### src/rtl/fppd_pkg.sv
package fppd_pkg;

  localparam int CMD_W      = 2;
  localparam int TID_W      = 8;
  localparam int PIDX_W     = 16;
  localparam int KEY_W      = TID_W + PIDX_W;
  localparam int KIND_W     = 2;
  localparam int SLOT_W     = 4;
  localparam int CNT_W      = 5;
  localparam int ACC_W      = 32;
  localparam int CFG_IDX_W  = 2;
  localparam int CFG_DATA_W = 5;

  localparam logic [CMD_W-1:0] CMD_GET   = 2'd0;
  localparam logic [CMD_W-1:0] CMD_TRIM  = 2'd1;
  localparam logic [CMD_W-1:0] CMD_FLUSH = 2'd2;

  localparam logic [KIND_W-1:0] KIND_LOOKUP = 2'd0;
  localparam logic [KIND_W-1:0] KIND_TRIM   = 2'd1;
  localparam logic [KIND_W-1:0] KIND_FLUSH  = 2'd2;

  localparam logic [CFG_IDX_W-1:0] CFG_CAPACITY = 2'd0;
  localparam logic [CFG_IDX_W-1:0] CFG_WB_EN    = 2'd1;

  localparam logic [CNT_W-1:0] CAP_RESET = 5'd16;

  typedef enum logic [2:0] {
    ST_IDLE,
    ST_SCAN,
    ST_MISS_RD,
    ST_MISS,
    ST_TRIM,
    ST_FL_RD,
    ST_FL_EMIT,
    ST_FL_EMPTY
  } state_t;

  typedef struct packed {
    logic [KIND_W-1:0] kind;
    logic              hit;
    logic [SLOT_W-1:0] slot;
    logic              page_present;
    logic [TID_W-1:0]  page_table;
    logic [PIDX_W-1:0] page_number;
    logic              write_back;
    logic [CNT_W-1:0]  dropped_count;
    logic [CNT_W-1:0]  resident_count;
    logic [ACC_W-1:0]  access_count;
    logic              last;
  } result_t;

endpackage

### src/rtl/fifo_page_pool_directory_unit.sv
// Directory of a page buffer pool with first-in-first-out replacement.
// Input words carry a command (get, trim, flush) and a page key made of a
// table id and a page number. Result words leave through a registered
// output stage; both channels use valid and stall. Configuration words
// (capacity, write-back enable) are taken at any cycle and are meant to be
// written while the block is idle.
// One command is worked on at a time; in_stall is high from the cycle after
// acceptance until the last result word has been loaded into the output stage,
// so the next command can be taken in the cycle that follows.
// A get scans the resident keys oldest first, one key per cycle through the
// single read port of the key memory. A hit answers once the matching key
// has been compared; a miss, also taken at once when the pool is empty, reads
// the oldest key and then writes the new key and answers. A trim answers
// without reading the key memory. A flush reads one key per cycle while the
// receiver does not stall and sends one word per resident page, oldest first, or a single word when the pool is empty.
// While the receiver stalls, the output stage holds its word and the work
// waits on it. Reset empties the pool, clears the access count and sets the
// capacity to 16 with write-back disabled; the key memory is not cleared,
// since only keys of resident pages are ever used.
module fifo_page_pool_directory_unit #(
  parameter int POOL_DEPTH = 16
) (
  input  logic                              clk,
  input  logic                              rst_n,
  input  logic                              in_valid,
  output logic                              in_stall,
  input  logic [fppd_pkg::CMD_W-1:0]        in_cmd,
  input  logic [fppd_pkg::TID_W-1:0]        in_table_id,
  input  logic [fppd_pkg::PIDX_W-1:0]       in_page_index,
  output logic                              out_valid,
  input  logic                              out_stall,
  output logic [fppd_pkg::KIND_W-1:0]       out_kind,
  output logic                              out_hit,
  output logic [fppd_pkg::SLOT_W-1:0]       out_slot,
  output logic                              out_page_present,
  output logic [fppd_pkg::TID_W-1:0]        out_page_table,
  output logic [fppd_pkg::PIDX_W-1:0]       out_page_number,
  output logic                              out_write_back,
  output logic [fppd_pkg::CNT_W-1:0]        out_dropped_count,
  output logic [fppd_pkg::CNT_W-1:0]        out_resident_count,
  output logic [fppd_pkg::ACC_W-1:0]        out_access_count,
  output logic                              out_last,
  input  logic                              cfg_valid,
  output logic                              cfg_ready,
  input  logic [fppd_pkg::CFG_IDX_W-1:0]    cfg_index,
  input  logic [fppd_pkg::CFG_DATA_W-1:0]   cfg_data
);

  import fppd_pkg::*;

  localparam int PTR_W      = (POOL_DEPTH > 1) ? $clog2(POOL_DEPTH) : 1;
  localparam int SUM_W      = ((PTR_W > CNT_W) ? PTR_W : CNT_W) + 1;
  localparam int SLOT_EXT_W = (PTR_W > SLOT_W) ? PTR_W : SLOT_W;

  function automatic logic [PTR_W-1:0] ptr_inc(input logic [PTR_W-1:0] p);
    return (p == PTR_W'(POOL_DEPTH - 1)) ? '0 : p + PTR_W'(1);
  endfunction

  function automatic logic [SLOT_W-1:0] slot_out(input logic [PTR_W-1:0] p);
    logic [SLOT_EXT_W-1:0] e;
    e = SLOT_EXT_W'(p);
    return e[SLOT_W-1:0];
  endfunction

  logic [KEY_W-1:0] mem [POOL_DEPTH];

  state_t             state_r, state_nxt;
  logic [PTR_W-1:0]   oldest_r, oldest_nxt;
  logic [CNT_W-1:0]   occ_r, occ_nxt;
  logic [ACC_W-1:0]   acc_r, acc_nxt;
  logic [CNT_W-1:0]   cap_r;
  logic               wb_en_r;
  logic [KEY_W-1:0]   key_r, key_nxt;
  logic [PTR_W-1:0]   ptr_r, ptr_nxt;
  logic [CNT_W-1:0]   iss_r, iss_nxt;
  logic               cmp_vld_r, cmp_vld_nxt;
  logic               cmp_last_r, cmp_last_nxt;
  logic [PTR_W-1:0]   cmp_slot_r, cmp_slot_nxt;
  logic [KEY_W-1:0]   rdata_r;
  logic               out_valid_r;
  result_t            out_res_r;

  result_t            res_nxt;
  logic               emit;
  logic               mem_we;
  logic [PTR_W-1:0]   rd_addr;
  logic               in_acc;
  logic               out_free;
  logic [CNT_W-1:0]   cap_eff;
  logic [PTR_W-1:0]   ptr_next;
  logic               key_match;
  logic               scan_done;
  logic               evict;
  logic [PTR_W-1:0]   new_oldest;
  logic [CNT_W-1:0]   occ_keep;
  logic [SUM_W-1:0]   ins_sum;
  logic [PTR_W-1:0]   ins_slot;
  logic [CNT_W-1:0]   drop;
  logic [SUM_W-1:0]   trim_sum;
  logic [PTR_W-1:0]   trim_oldest;
  logic               fl_last;
  logic [ACC_W-1:0]   acc_inc;

  assign in_stall  = (state_r != ST_IDLE);
  assign in_acc    = in_valid && !in_stall;
  assign out_free  = !out_valid_r || !out_stall;
  assign cfg_ready = 1'b1;

  assign cap_eff = (cap_r == '0) ? CNT_W'(1) :
                   ((SUM_W'(cap_r) > SUM_W'(POOL_DEPTH)) ? CNT_W'(POOL_DEPTH) : cap_r);

  assign ptr_next  = ptr_inc(ptr_r);
  assign key_match = cmp_vld_r && (rdata_r == key_r);
  assign scan_done = cmp_vld_r && cmp_last_r;

  assign evict       = (occ_r >= cap_eff) && (occ_r != '0);
  assign new_oldest  = evict ? ptr_inc(oldest_r) : oldest_r;
  assign occ_keep    = evict ? occ_r - CNT_W'(1) : occ_r;
  assign ins_sum     = SUM_W'(new_oldest) + SUM_W'(occ_keep);
  assign ins_slot    = (ins_sum >= SUM_W'(POOL_DEPTH)) ?
                       PTR_W'(ins_sum - SUM_W'(POOL_DEPTH)) : PTR_W'(ins_sum);

  assign drop        = (occ_r > cap_eff) ? occ_r - cap_eff : '0;
  assign trim_sum    = SUM_W'(oldest_r) + SUM_W'(drop);
  assign trim_oldest = (trim_sum >= SUM_W'(POOL_DEPTH)) ?
                       PTR_W'(trim_sum - SUM_W'(POOL_DEPTH)) : PTR_W'(trim_sum);

  assign fl_last = ((iss_r + CNT_W'(1)) == occ_r);
  assign acc_inc = (acc_r == '1) ? acc_r : acc_r + ACC_W'(1);

  always_comb begin
    state_nxt = state_r;
    case (state_r)
      ST_IDLE: begin
        if (in_acc) begin
          case (in_cmd)
            CMD_GET:   state_nxt = (occ_r == '0) ? ST_MISS_RD : ST_SCAN;
            CMD_TRIM:  state_nxt = ST_TRIM;
            CMD_FLUSH: state_nxt = (occ_r == '0) ? ST_FL_EMPTY : ST_FL_RD;
            default:   state_nxt = ST_IDLE;
          endcase
        end
      end
      ST_SCAN: begin
        if (key_match) begin
          if (out_free) state_nxt = ST_IDLE;
        end else if (scan_done) begin
          state_nxt = ST_MISS_RD;
        end
      end
      ST_MISS_RD:  state_nxt = ST_MISS;
      ST_MISS:     if (out_free) state_nxt = ST_IDLE;
      ST_TRIM:     if (out_free) state_nxt = ST_IDLE;
      ST_FL_EMPTY: if (out_free) state_nxt = ST_IDLE;
      ST_FL_RD:    state_nxt = ST_FL_EMIT;
      ST_FL_EMIT:  if (out_free && fl_last) state_nxt = ST_IDLE;
      default:     state_nxt = ST_IDLE;
    endcase
  end

  always_comb begin
    oldest_nxt   = oldest_r;
    occ_nxt      = occ_r;
    acc_nxt      = acc_r;
    key_nxt      = key_r;
    ptr_nxt      = ptr_r;
    iss_nxt      = iss_r;
    cmp_vld_nxt  = cmp_vld_r;
    cmp_last_nxt = cmp_last_r;
    cmp_slot_nxt = cmp_slot_r;
    rd_addr      = ptr_r;
    mem_we       = 1'b0;
    emit         = 1'b0;
    res_nxt      = '0;
    case (state_r)
      ST_IDLE: begin
        if (in_acc) begin
          key_nxt     = {in_table_id, in_page_index};
          ptr_nxt     = oldest_r;
          iss_nxt     = '0;
          cmp_vld_nxt = 1'b0;
        end
      end
      ST_SCAN: begin
        if (key_match) begin
          rd_addr = cmp_slot_r;
          if (out_free) begin
            emit                   = 1'b1;
            res_nxt.kind           = KIND_LOOKUP;
            res_nxt.hit            = 1'b1;
            res_nxt.slot           = slot_out(cmp_slot_r);
            res_nxt.resident_count = occ_r;
            res_nxt.access_count   = acc_r;
            res_nxt.last           = 1'b1;
          end
        end else if (!scan_done) begin
          rd_addr      = ptr_r;
          cmp_vld_nxt  = 1'b1;
          cmp_slot_nxt = ptr_r;
          cmp_last_nxt = ((iss_r + CNT_W'(1)) == occ_r);
          ptr_nxt      = ptr_next;
          iss_nxt      = iss_r + CNT_W'(1);
        end
      end
      ST_MISS_RD: begin
        rd_addr = oldest_r;
      end
      ST_MISS: begin
        rd_addr = oldest_r;
        if (out_free) begin
          mem_we                 = 1'b1;
          oldest_nxt             = new_oldest;
          occ_nxt                = occ_keep + CNT_W'(1);
          acc_nxt                = acc_inc;
          emit                   = 1'b1;
          res_nxt.kind           = KIND_LOOKUP;
          res_nxt.slot           = slot_out(ins_slot);
          res_nxt.page_present   = evict;
          res_nxt.page_table     = evict ? rdata_r[KEY_W-1:PIDX_W] : '0;
          res_nxt.page_number    = evict ? rdata_r[PIDX_W-1:0] : '0;
          res_nxt.write_back     = evict && wb_en_r;
          res_nxt.resident_count = occ_keep + CNT_W'(1);
          res_nxt.access_count   = acc_inc;
          res_nxt.last           = 1'b1;
        end
      end
      ST_TRIM: begin
        if (out_free) begin
          oldest_nxt             = trim_oldest;
          occ_nxt                = occ_r - drop;
          emit                   = 1'b1;
          res_nxt.kind           = KIND_TRIM;
          res_nxt.dropped_count  = drop;
          res_nxt.resident_count = occ_r - drop;
          res_nxt.access_count   = acc_r;
          res_nxt.last           = 1'b1;
        end
      end
      ST_FL_EMPTY: begin
        if (out_free) begin
          emit                 = 1'b1;
          res_nxt.kind         = KIND_FLUSH;
          res_nxt.access_count = acc_r;
          res_nxt.last         = 1'b1;
        end
      end
      ST_FL_RD: begin
        rd_addr = ptr_r;
      end
      ST_FL_EMIT: begin
        rd_addr = out_free ? ptr_next : ptr_r;
        if (out_free) begin
          acc_nxt                = acc_inc;
          ptr_nxt                = ptr_next;
          iss_nxt                = iss_r + CNT_W'(1);
          emit                   = 1'b1;
          res_nxt.kind           = KIND_FLUSH;
          res_nxt.page_present   = 1'b1;
          res_nxt.page_table     = rdata_r[KEY_W-1:PIDX_W];
          res_nxt.page_number    = rdata_r[PIDX_W-1:0];
          res_nxt.write_back     = 1'b1;
          res_nxt.resident_count = occ_r;
          res_nxt.access_count   = acc_inc;
          res_nxt.last           = fl_last;
        end
      end
      default: begin
        rd_addr = ptr_r;
      end
    endcase
  end

  always_ff @(posedge clk) begin
    if (mem_we) begin
      mem[ins_slot] <= key_r;
    end
    rdata_r <= mem[rd_addr];
  end

  always_ff @(posedge clk) begin
    if (!rst_n) begin
      state_r     <= ST_IDLE;
      oldest_r    <= '0;
      occ_r       <= '0;
      acc_r       <= '0;
      cap_r       <= CAP_RESET;
      wb_en_r     <= 1'b0;
      cmp_vld_r   <= 1'b0;
      out_valid_r <= 1'b0;
    end else begin
      state_r   <= state_nxt;
      oldest_r  <= oldest_nxt;
      occ_r     <= occ_nxt;
      acc_r     <= acc_nxt;
      cmp_vld_r <= cmp_vld_nxt;
      if (cfg_valid && cfg_ready) begin
        case (cfg_index)
          CFG_CAPACITY: cap_r   <= cfg_data;
          CFG_WB_EN:    wb_en_r <= cfg_data[0];
          default:      ;
        endcase
      end
      if (emit) begin
        out_valid_r <= 1'b1;
      end else if (!out_stall) begin
        out_valid_r <= 1'b0;
      end
    end
  end

  always_ff @(posedge clk) begin
    key_r      <= key_nxt;
    ptr_r      <= ptr_nxt;
    iss_r      <= iss_nxt;
    cmp_last_r <= cmp_last_nxt;
    cmp_slot_r <= cmp_slot_nxt;
    if (emit) begin
      out_res_r <= res_nxt;
    end
  end

  assign out_valid          = out_valid_r;
  assign out_kind           = out_res_r.kind;
  assign out_hit            = out_res_r.hit;
  assign out_slot           = out_res_r.slot;
  assign out_page_present   = out_res_r.page_present;
  assign out_page_table     = out_res_r.page_table;
  assign out_page_number    = out_res_r.page_number;
  assign out_write_back     = out_res_r.write_back;
  assign out_dropped_count  = out_res_r.dropped_count;
  assign out_resident_count = out_res_r.resident_count;
  assign out_access_count   = out_res_r.access_count;
  assign out_last           = out_res_r.last;

endmodule
### config.mk
export PLATFORM = sky130hd
export DESIGN_NAME = fifo_page_pool_directory_unit
export DESIGN_NICKNAME = d
export VERILOG_FILES = /design/src/rtl/fppd_pkg.sv /design/src/rtl/fifo_page_pool_directory_unit.sv
export SDC_FILE = /design/constraint.sdc
export NUM_CORES = 1
export LEC_CHECK = 0
export BUFFER_PORTS_ARGS = -buffer_cell sky130_fd_sc_hd__buf_2
export CORE_UTILIZATION = 25
export DETAILED_ROUTE_END_ITERATION = 16
export PLACE_DENSITY = 0.37
export SYNTH_ARGS = -nofsm -noshare
export SYNTH_HDL_FRONTEND = slang
export SYNTH_SLANG_ARGS = --single-unit
### constraint.sdc
create_clock -name clk -period 7.7 [get_ports clk]
set_clock_uncertainty 0.1 [all_clocks]
set_input_delay 0.77 -clock clk [delete_from_list [all_inputs] [get_ports clk]]
set_output_delay 0.77 -clock clk [all_outputs]
set_load 0.01 [all_outputs]
==> flow_metrics.env, run 1 <==
export IMPL_ff_latch_area_um2=16500
export IMPL_cp_top_family="XOR/XNOR gates"
export IMPL_async_reset_ff_share_pct=0
export IMPL_io_buffers=115
export IMPL_path_clk_slew_ns=0.06
export IMPL_core_um2=95300
export IMPL_synth_edf_count=498
export IMPL_multi_input_area_um2=7260
export IMPL_crit_chain="inv_1 -> ha_1 -> or3b_2 -> nor2_1 -> nor2_1 -> o21ai_0 -> buf_4 -> nand2_1 -> a21boi_0 -> ha_1 -> a21o_1 -> a21oi_1 -> xnor3_1 -> xor2_1 -> and3_2 -> buf_4"
export IMPL_crit_path_end="mem[15][16]$_DFFE_PP_"
export IMPL_ff2ff_setup_slack_ns=2.00
export IMPL_grt_usage_pct=14.7
export IMPL_syn2layout_area_growth_pct=17.9
export IMPL_ys_ff_latch=574
export IMPL_critPathKind="register to register"
export IMPL_dp_cells=3031
export IMPL_start_kind="register"
export IMPL_vias=14758
export IMPL_post_route_period_util_pct=74.0
export IMPL_min_period_ns=5.70
export IMPL_critPathSlowestCell="xor2_1"
export IMPL_slew_headroom_pct=16.0
export IMPL_synth_ff_type="edfxtp_1"
export IMPL_fmax_mhz=176
export IMPL_drt_vias_per_instance=4.67
export IMPL_syn_num_nets=1763
export IMPL_drive_gt1_share_pct=16.1
export IMPL_start_util_pct=25.3
export IMPL_io_pins=117
export IMPL_outcome="complete, no violations"
export IMPL_worst_path_max_fanout=14
export IMPL_wirelength_um=72800
export IMPL_power_mw=11.7
export IMPL_hold_viol=0
export IMPL_r2r_cells=16
export IMPL_worst_slew_pin_transition_ns=1.26
export IMPL_peakVddDrop_v=0.000609
export IMPL_grt_pass1_vias=14705
export IMPL_gp_congestion=0.768
export IMPL_finalNonFillerCells=3157
export IMPL_die_w_um=313
export IMPL_drc=0
export IMPL_hpwl_um=42700
export IMPL_power_density_nw_per_um2=410
export IMPL_dr_pass1_iters=5
export IMPL_yosysSeqAreaShare_pct=68.2
export IMPL_cp_startpoint="occ_r[1]$_SDFFE_PN0P_"
export IMPL_drv_cap=0
export IMPL_p_leak_nw=10.1
export IMPL_swShare_pct=36.7
export IMPL_fillers=9583
export IMPL_synthCells=1697
export IMPL_pwr_share_comb_pct=35.7
export IMPL_clock_sinks=574
export IMPL_max_stage_delay_ns=1.02
export IMPL_antenna_found_initial=3
export IMPL_ys_types=72
export IMPL_wl_per_cell_um=23.1
export IMPL_cts_resized_gates=0
export IMPL_layout_nets=1903
export IMPL_clk_latency_ns=0.63
export IMPL_rows=113
export IMPL_dieArea_um2=97900
export IMPL_ant_nets=0
export IMPL_h_tree_depth=3
export IMPL_clock_power_share_pct=27.0
export IMPL_yosys_warnings=0
export IMPL_hp_class="primary input to register"
export IMPL_setup_viol=0
export IMPL_rsz0062_at_grt="false"
export IMPL_die_y_um=313
export IMPL_drt_initial_drc_count=921
export IMPL_crit_required_ns=7.89
export IMPL_clockBufferDepth=3
export IMPL_grt_max_degree=83
export IMPL_antenna_cells=0
export IMPL_p_seq_share_pct=37.3
export IMPL_cts_made_buffers=69
export IMPL_cts_root_buf="clkbuf_16"
export IMPL_cts_setup_buffers=0
export IMPL_slew_viol_final=0
export IMPL_cts_tree="done"
export IMPL_syn_avg_cell_area_um2=14.2
export IMPL_syn_area_um2=24200
export IMPL_arrival_ns=5.89
export IMPL_grt_ovfl_total=0
export IMPL_end_kind="register"
export IMPL_fin_hold_ws_ns=0.218
export IMPL_intPower_mw=7.40
export IMPL_setup_tns_final_ns=0
export IMPL_holdBufCountCts=0
export IMPL_cp_num_buf_inv=3
export IMPL_netSwitchingPower_mw=4.29
export IMPL_rr_endpoint="mem[15][16]$_DFFE_PP_"
export IMPL_grt_pass1_wl_um=105000
export IMPL_r2r_start="occ_r[1]$_SDFFE_PN0P_"
export IMPL_path_depth=16
[cells in the mapped netlist (5+ instances only)]
cell | n | share of area, %
buf_2 | 16 | 0.33
a31oi_1 | 8 | 0.21
o21ai_0 | 79 | 1.6
nor3_1 | 22 | 0.46
nand2_1 | 76 | 1.2
buf_6 | 13 | 0.61
a22oi_1 | 7 | 0.22
a21oi_1 | 56 | 1.2
mux2i_1 | 173 | 7.2
mux2_4 | 12 | 0.75
and2_1 | 34 | 0.88
mux2_2 | 13 | 0.61
o2bb2ai_1 | 24 | 0.87
clkbuf_1 | 49 | 0.76
dfxtp_1 | 76 | 6.3
nand3_1 | 33 | 0.68
or4_1 | 30 | 0.93
nor4_1 | 7 | 0.18
nor2b_1 | 12 | 0.31
xnor2_1 | 40 | 1.5
nand4_1 | 15 | 0.39
or3_1 | 20 | 0.52
o22ai_1 | 74 | 1.9
edfxtp_1 | 498 | 62
o211ai_1 | 5 | 0.16
nor2_1 | 106 | 1.6
xor2_1 | 40 | 1.5
ha_1 | 24 | 1.2
inv_1 | 29 | 0.45
o21a_1 | 6 | 0.19
a21o_1 | 7 | 0.22
and3_1 | 17 | 0.44
[worst min-delay path by stage]
stage	start	end	slack [ns]	cells past startpoint
after CTS	in_table_id[2]	key_r[18]$_DFFE_PP_	0.17	1
after floorplan	ptr_r[2]$_DFFE_PP_	cmp_slot_r[2]$_DFFE_PP_	0.32	0
final	in_page_index[10]	key_r[10]$_DFFE_PP_	0.22	1
after global placement	acc_r[12]$_SDFFE_PN0P_	acc_r[12]$_SDFFE_PN0P_	0.38	2
after global routing	in_table_id[2]	key_r[18]$_DFFE_PP_	0.19	1
after detailed placement	acc_r[12]$_SDFFE_PN0P_	acc_r[12]$_SDFFE_PN0P_	0.39	2
[through the flow]
stage          instance area [um^2]  setup slack (ns)  utilization (%)
2_1_floorplan                 24200              1.33                -
3_3_place_gp                  26300              2.08             27.6
3_5_place_dp                  26300              2.01             27.6
4_1_cts                       28500              1.99             29.9
5_1_grt                       28500              1.64             29.9
6_report                      28500              2.00             29.9
[final cells by class]
| class | count | share of cell area [%] |
|---|---|---|
| inverter | 29 | 0.382 |
| sequential | 574 | 57.9 |
| clock buffer | 91 | 6.61 |
| clock inverter | 35 | 1.02 |
| multi-input combinational | 1010 | 25.5 |
| tap | 1265 | 5.56 |
| timing repair buffer | 153 | 3.07 |
[registers in the layout, indices dropped and copies added, names as in the netlist, 2 cells and up, named ones only]
name                flops
mem                   384
acc_r                  32
out_access_count       32
key_r                  24
rdata_r                24
out_page_number        16
out_page_table          8
cap_r                   5
iss_r                   5
occ_r                   5
out_dropped_count       5
out_resident_count      5
cmp_slot_r              4
out_slot                4
ptr_r                   4
oldest_r                3
state_r                 3
out_kind                2
[cell usage in the layout (no fill, tap or decap), types with 5 or more instances in the layout]
master     netlist  final
edfxtp_1       498    498
mux2i_1        173    173
buf_2           16    115
nor2_1         106     95
o21ai_0         79     79
nand2_1         76     76
dfxtp_1         76     76
o22ai_1         74     74
clkbuf_16        0     71
a21oi_1         56     54
xnor2_1         40     40
xor2_1          40     40
buf_4            3     37
nand3_1         33     33
and2_1          34     33
or4_1           30     30
inv_1           29     29
o2bb2ai_1       24     24
ha_1            24     24
or3_1           20     20
nor3_1          22     19
clkbuf_1        49     17
nand4_1         15     15
and3_1          17     13
mux2_2          13     13
clkinv_1         0     13
nor2b_1         12     12
mux2_4          12     12
clkinv_2         0     12
nor2_4           0     10
a31oi_1          8      8
nor4_1           7      7
a21o_1           7      7
a22oi_1          7      7
o21a_1           6      6
o211ai_1         5      5
[power by group through the flow]
stage,Sequential [mW],Combinational (mW),Clock [mW]
3_5_place_dp,4.44,4.24,0
5_1_grt,4.42,4.50,3.36
3_3_place_gp,4.44,4.26,0
6_report,4.36,4.17,3.15
2_1_floorplan,4.31,3.03,0
4_1_cts,4.38,4.26,3.26
[metal layers]
layer / wire length [um] / vias to the layer above / part of all wire (%) / track usage [%]
li1: - / 6829 / - / -
met5: 17 / - / 0.023 / 0
met1: 33500 / 7473 / 46 / 19.9
met3: 2830 / 90 / 3.9 / 2.38
met4: 1540 / 2 / 2.1 / 4.32
met2: 34900 / 364 / 48 / 24.3
[cell families after synthesis]
kind of cell	synth area share [%]
xor gates and xnor gates	2.99
DFF	68.2
other	0.0155
buffers and inverters	2.29
adders and majority gates	1.57
and+or+nand+nor	8.33
muxes	8.52
AOI/OAI and AO/OA	8.06
Power figures use the tool's default switching activity.
==> run 2, diff against run 1 <==
--- a/config.mk
+++ b/config.mk
@@ -8,7 +8,7 @@
 export BUFFER_PORTS_ARGS = -buffer_cell sky130_fd_sc_hd__buf_2
 export CORE_UTILIZATION = 25
 export DETAILED_ROUTE_END_ITERATION = 16
-export PLACE_DENSITY = 0.37
+export PLACE_DENSITY = 0.39
 export SYNTH_ARGS = -nofsm -noshare
 export SYNTH_HDL_FRONTEND = slang
 export SYNTH_SLANG_ARGS = --single-unit
==> constraint.sdc (replaced) <==
create_clock -name clk -period 5.1 [get_ports clk]
set_clock_uncertainty 0.1 [all_clocks]
set_input_delay 0.51 -clock clk [delete_from_list [all_inputs] [get_ports clk]]
set_output_delay 0.51 -clock clk [all_outputs]
set_load 0.01 [all_outputs]
==> flow_metrics.env, run 2 (synthesis results as in run 1) <==
export IMPL_wl_per_cell_um=22.5
export IMPL_largest_reg_flops=384
export IMPL_fmax_mhz=217
export IMPL_grt_usage_pct=14.7
export IMPL_io_pins=117
export IMPL_rr_endpoint="rdata_r[11]$_DFF_P_"
export IMPL_min_period_ns=4.61
export IMPL_whs_endpoint="cap_r[1]$_SDFFE_PN0P_"
export IMPL_dr_pass1_iters=6
export IMPL_cts_root_buf="clkbuf_16"
export IMPL_crit_required_ns=5.48
export IMPL_cts_tree="done"
export IMPL_path_clk_slew_ns=0.06
export IMPL_outcome="complete, no violations"
export IMPL_place_ws_ns=0.459
export IMPL_io_buffers=115
export IMPL_syn2layout_area_growth_pct=21.6
export IMPL_layout_nets=1967
export IMPL_drt_vias_per_instance=4.65
export IMPL_cts_made_buffers=68
export IMPL_ant_nets=0
export IMPL_hold_viol=0
export IMPL_die_w_um=313
export IMPL_slew_headroom_pct=21.5
export IMPL_power_density_nw_per_um2=618
export IMPL_rsz0062_at_grt="false"
export IMPL_clockBufferDepth=3
export IMPL_mostFrequentLayoutCells="edfxtp_1 (498), mux2i_1 (173), buf_2 (115)"
export IMPL_end_kind="register"
export IMPL_drv_cap=0
export IMPL_layout_setup_ws_ns=0.490
export IMPL_antenna_cells=0
export IMPL_ff2ff_setup_slack_ns=0.49
export IMPL_worst_path_max_fanout=17
export IMPL_dieArea_um2=97900
export IMPL_start_kind="register"
export IMPL_post_route_period_util_pct=90.4
export IMPL_core_um2=95300
export IMPL_r2r_cells=10
export IMPL_grt_ovfl_total=0
export IMPL_hp_start="cfg_data[1]"
export IMPL_grt_pass1_vias=15086
export IMPL_die_y_um=313
export IMPL_h_tree_depth=3
export IMPL_drt_initial_drc_count=1225
export IMPL_p_leak_nw=10.4
export IMPL_layout_commonest_cell="edfxtp_1"
export IMPL_gp_congestion=0.820
export IMPL_worst_slew_pin_transition_ns=1.17
export IMPL_vias=14938
export IMPL_hpwl_um=43700
export IMPL_critPathKind="register to register"
export IMPL_hp_class="primary input to register"
export IMPL_start_util_pct=25.3
export IMPL_grt_max_degree=62
export IMPL_r2r_start="key_r[20]$_DFFE_PP_"
export IMPL_arrival_ns=4.99
export IMPL_slew_viol_final=0
export IMPL_setup_tns_final_ns=0
export IMPL_antenna_found_initial=2
export IMPL_regMostFlops="mem"
export IMPL_worstHoldPathCells=3
export IMPL_rows=113
export IMPL_fin_hold_ws_ns=0.0631
export IMPL_utilization_pct=30.8
export IMPL_peakVddDrop_v=0.000350
export IMPL_drc=0
export IMPL_clk_latency_ns=0.62
export IMPL_wirelength_um=72400
export IMPL_setup_viol=0
export IMPL_clock_sinks=574
export IMPL_grt_pass1_wl_um=105000
export IMPL_drive_gt1_share_pct=17.9
[run 2: layout make-up]
type / instances / area [um^2]
clock buffer: 90 / 1880
clock inverter: 29 / 343
fill: 9544 / 65900
inverter: 29 / 109
multi-input combinational: 1010 / 7280
sequential: 574 / 16500
tap: 1265 / 1580
timing repair buffer: 218 / 1710
[run 2: how the worst max path moves through the flow]
stage,from,end,cells past startpoint
after CTS,cap_r[1]$_SDFFE_PN0P_,mem[10][23]$_DFFE_PP_,15
after detailed placement,cap_r[1]$_SDFFE_PN0P_,mem[10][18]$_DFFE_PP_,16
final,key_r[20]$_DFFE_PP_,rdata_r[11]$_DFF_P_,10
after global placement,key_r[21]$_DFFE_PP_,rdata_r[14]$_DFF_P_,10
after global routing,cap_r[1]$_SDFFE_PN0P_,mem[7][21]$_DFFE_PP_,16
after floorplan,occ_r[1]$_SDFFE_PN0P_,mem[4][0]$_DFFE_PP_,14
[run 2: metrics by stage]
stage | cells | total power, mW | instance area (um^2)
6_report | 3215 | 18.1 | 29400
5_1_grt | 3215 | 19.0 | 29400
4_1_cts | 3215 | 18.4 | 29400
3_5_place_dp | 3072 | 13.5 | 26900
3_3_place_gp | 3072 | 13.4 | 26900
2_1_floorplan | 1697 | 11.1 | 24200
[run 2: routing by layer]
metal  track usage [%]  vias up  routed length (um)
li1                  -     6926                   -
met1              20.5     7502               33600
met2              23.4      399               33800
met3              2.22      111                3040
met4              4.68        0                1900
met5                 0        -                   0
[run 2: report_power, final]
group	switching, mW	total [mW]	internal [mW]	leakage (nW)
Combinational	4.15	6.87	2.72	4.21
Clock	2.02	4.84	2.82	1.07
Sequential	0.464	6.43	5.97	5.16
Total	6.63	18.1	11.5	10.4
[run 2: critical path: stages, from the launching register on]
cell      delay, ns
edfxtp_1       0.61
xnor2_1        0.45
nand4_1        0.15
or4_1          0.74
or2_1          0.32
buf_4          0.19
o311ai_0       0.61
or3_1          0.23
buf_4          0.37
o22ai_1        0.15
or4_1          0.54
[run 2: timing repair]
action                                  4_1_cts  5_1_grt
hold buffers                                 24        0
resized for setup                             0        1
endpoints found under the setup margin        0        6
hold endpoints to repair                     24        0
setup buffers                                 0        0
==> run 3, diff against run 2 <==
--- a/config.mk
+++ b/config.mk
@@ -8,7 +8,10 @@
 export BUFFER_PORTS_ARGS = -buffer_cell sky130_fd_sc_hd__buf_2
 export CORE_UTILIZATION = 25
 export DETAILED_ROUTE_END_ITERATION = 16
+export GPL_ROUTABILITY_DRIVEN = 1
+export GPL_TIMING_DRIVEN = 0
 export PLACE_DENSITY = 0.39
+export SLEW_MARGIN = 20
 export SYNTH_ARGS = -nofsm -noshare
 export SYNTH_HDL_FRONTEND = slang
 export SYNTH_SLANG_ARGS = --single-unit
==> flow_metrics.env, run 3 (synthesis results as in run 1) <==
export IMPL_outcome="complete, no violations"
export IMPL_dpl_cell_area_um2=27100
export IMPL_layout_setup_ws_ns=0.211
export IMPL_post_route_period_util_pct=95.9
export IMPL_grt_pass1_vias=15223
export IMPL_finalNonFillerCells=3274
export IMPL_peakVddDrop_v=0.000491
export IMPL_clockBufferDepth=3
export IMPL_utilization_pct=31.5
export IMPL_setup_viol=0
export IMPL_arrival_ns=5.27
export IMPL_gp_congestion=0.783
export IMPL_clk_latency_ns=0.62
export IMPL_ant_nets=0
export IMPL_start_kind="register"
export IMPL_core_um2=95300
export IMPL_p_leak_nw=10.7
export IMPL_crit_path_end="rdata_r[10]$_DFF_P_"
export IMPL_grt_max_degree=26
export IMPL_rsz0062_at_grt="false"
export IMPL_cts_root_buf="clkbuf_16"
export IMPL_cp_startpoint="key_r[19]$_DFFE_PP_"
export IMPL_dp_cells=3103
export IMPL_power_density_nw_per_um2=629
export IMPL_fin_area_um2=30000
export IMPL_place_ws_ns=-0.968
export IMPL_hp_class="primary input to register"
export IMPL_grt_pass1_wl_um=107000
export IMPL_die_w_um=313
export IMPL_grt_ovfl_total=0
export IMPL_cts_made_buffers=69
export IMPL_vias=15215
export IMPL_drt_initial_drc_count=926
export IMPL_path_clk_slew_ns=0.06
export IMPL_largest_reg_flops=384
export IMPL_worst_slew_pin_transition_ns=0.977
export IMPL_antenna_found_initial=1
export IMPL_rr_endpoint="rdata_r[10]$_DFF_P_"
export IMPL_wirelength_um=74200
export IMPL_r2r_cells=11
export IMPL_dieArea_um2=97900
export IMPL_ff2ff_setup_slack_ns=0.21
export IMPL_fin_hold_ws_ns=0.0425
export IMPL_io_buffers=115
export IMPL_slew_viol_final=0
export IMPL_clock_sinks=574
export IMPL_end_kind="register"
export IMPL_r2r_start="key_r[19]$_DFFE_PP_"
export IMPL_syn2layout_area_growth_pct=24.3
export IMPL_antenna_cells=0
export IMPL_regMostFlops="mem"
export IMPL_cts_tree="done"
export IMPL_h_tree_depth=3
export IMPL_critPathKind="register to register"
export IMPL_dr_pass1_iters=7
export IMPL_drc=0
export IMPL_drt_vias_per_instance=4.65
export IMPL_io_pins=117
export IMPL_drive_gt1_share_pct=18.5
export IMPL_hpwl_um=50000
export IMPL_mostFrequentLayoutCells="edfxtp_1 (498), mux2i_1 (173), buf_2 (132)"
export IMPL_start_util_pct=25.3
export IMPL_die_y_um=313
export IMPL_min_period_ns=4.89
export IMPL_layout_commonest_cell="edfxtp_1"
export IMPL_layout_nets=2018
export IMPL_hold_viol=0
export IMPL_drv_cap=0
export IMPL_wl_per_cell_um=22.7
export IMPL_worst_path_max_fanout=17
export IMPL_crit_required_ns=5.48
export IMPL_fmax_mhz=205
export IMPL_slew_headroom_pct=34.4
export IMPL_grt_usage_pct=15.0
export IMPL_rows=113
[run 3: worst min path at each step]
stage	startpoint	to	slack (ns)	cells after the start
after global routing	cfg_data[3]	cap_r[3]$_SDFFE_PN0P_	0.05	3
after global placement	ptr_r[2]$_DFFE_PP_	cmp_slot_r[2]$_DFFE_PP_	0.36	0
after floorplan	ptr_r[2]$_DFFE_PP_	cmp_slot_r[2]$_DFFE_PP_	0.32	0
after detailed placement	ptr_r[2]$_DFFE_PP_	cmp_slot_r[2]$_DFFE_PP_	0.34	0
final	cfg_data[3]	cap_r[3]$_SDFFE_PN0P_	0.04	3
after CTS	cfg_data[2]	cap_r[2]$_SDFFE_PN0P_	0.002	3
[run 3: final cells by class]
cell class,instances,area [um^2]
plain buffers,84,457
fillers,9575,65300
well taps,1265,1580
inverters,29,109
clock buffers,90,1910
clock inverters,38,408
multi-input cells,1010,7380
repair buffers,184,1690
flip-flops and latches,574,16500
[run 3: metrics by stage]
stage,setup TNS (ns),power (mW)
after floorplan,0,11.1
after global placement,-980.11,13.7
after detailed placement,-212.07,13.9
after CTS,0,19.2
after global routing,0,19.8
final,0,18.9
[run 3: critical path, stage by stage (launching register included)]
cell and delay, ns:
edfxtp_1 0.60, xnor2_1 0.53, nand4_1 0.12, or4_1 0.62, buf_2 0.21, or2_1 0.26
buf_6 0.16, o311a_1 0.40, nand3_1 0.36, clkbuf_1 0.60, o22ai_1 0.23, or4_1 0.55
[run 3: power by group]
group          total [mW]  switching [mW]  internal, mW
clock                5.03            2.06          2.97
combinational        7.37            4.52          2.86
sequential           6.48           0.511          5.97
total                18.9            7.08          11.8
[run 3: what timing repair did]
item / in CTS / in global routing
pin swaps: 7 / 11
resized for setup: 18 / 11
hold endpoints to repair: 25 / 0
setup buffers: 7 / 11
hold buffers: 25 / 0
cloned: 0 / 0
endpoints found under the setup margin: 405 / 266
[run 3: routing by layer]
metal | vias up | global-route usage (%) | wire length [um]
li1 | 7063 | - | -
met1 | 7648 | 20.8 | 34800
met2 | 392 | 24.4 | 34600
met3 | 112 | 2.12 | 2970
met4 | 0 | 4.58 | 1920
met5 | - | 0 | 0
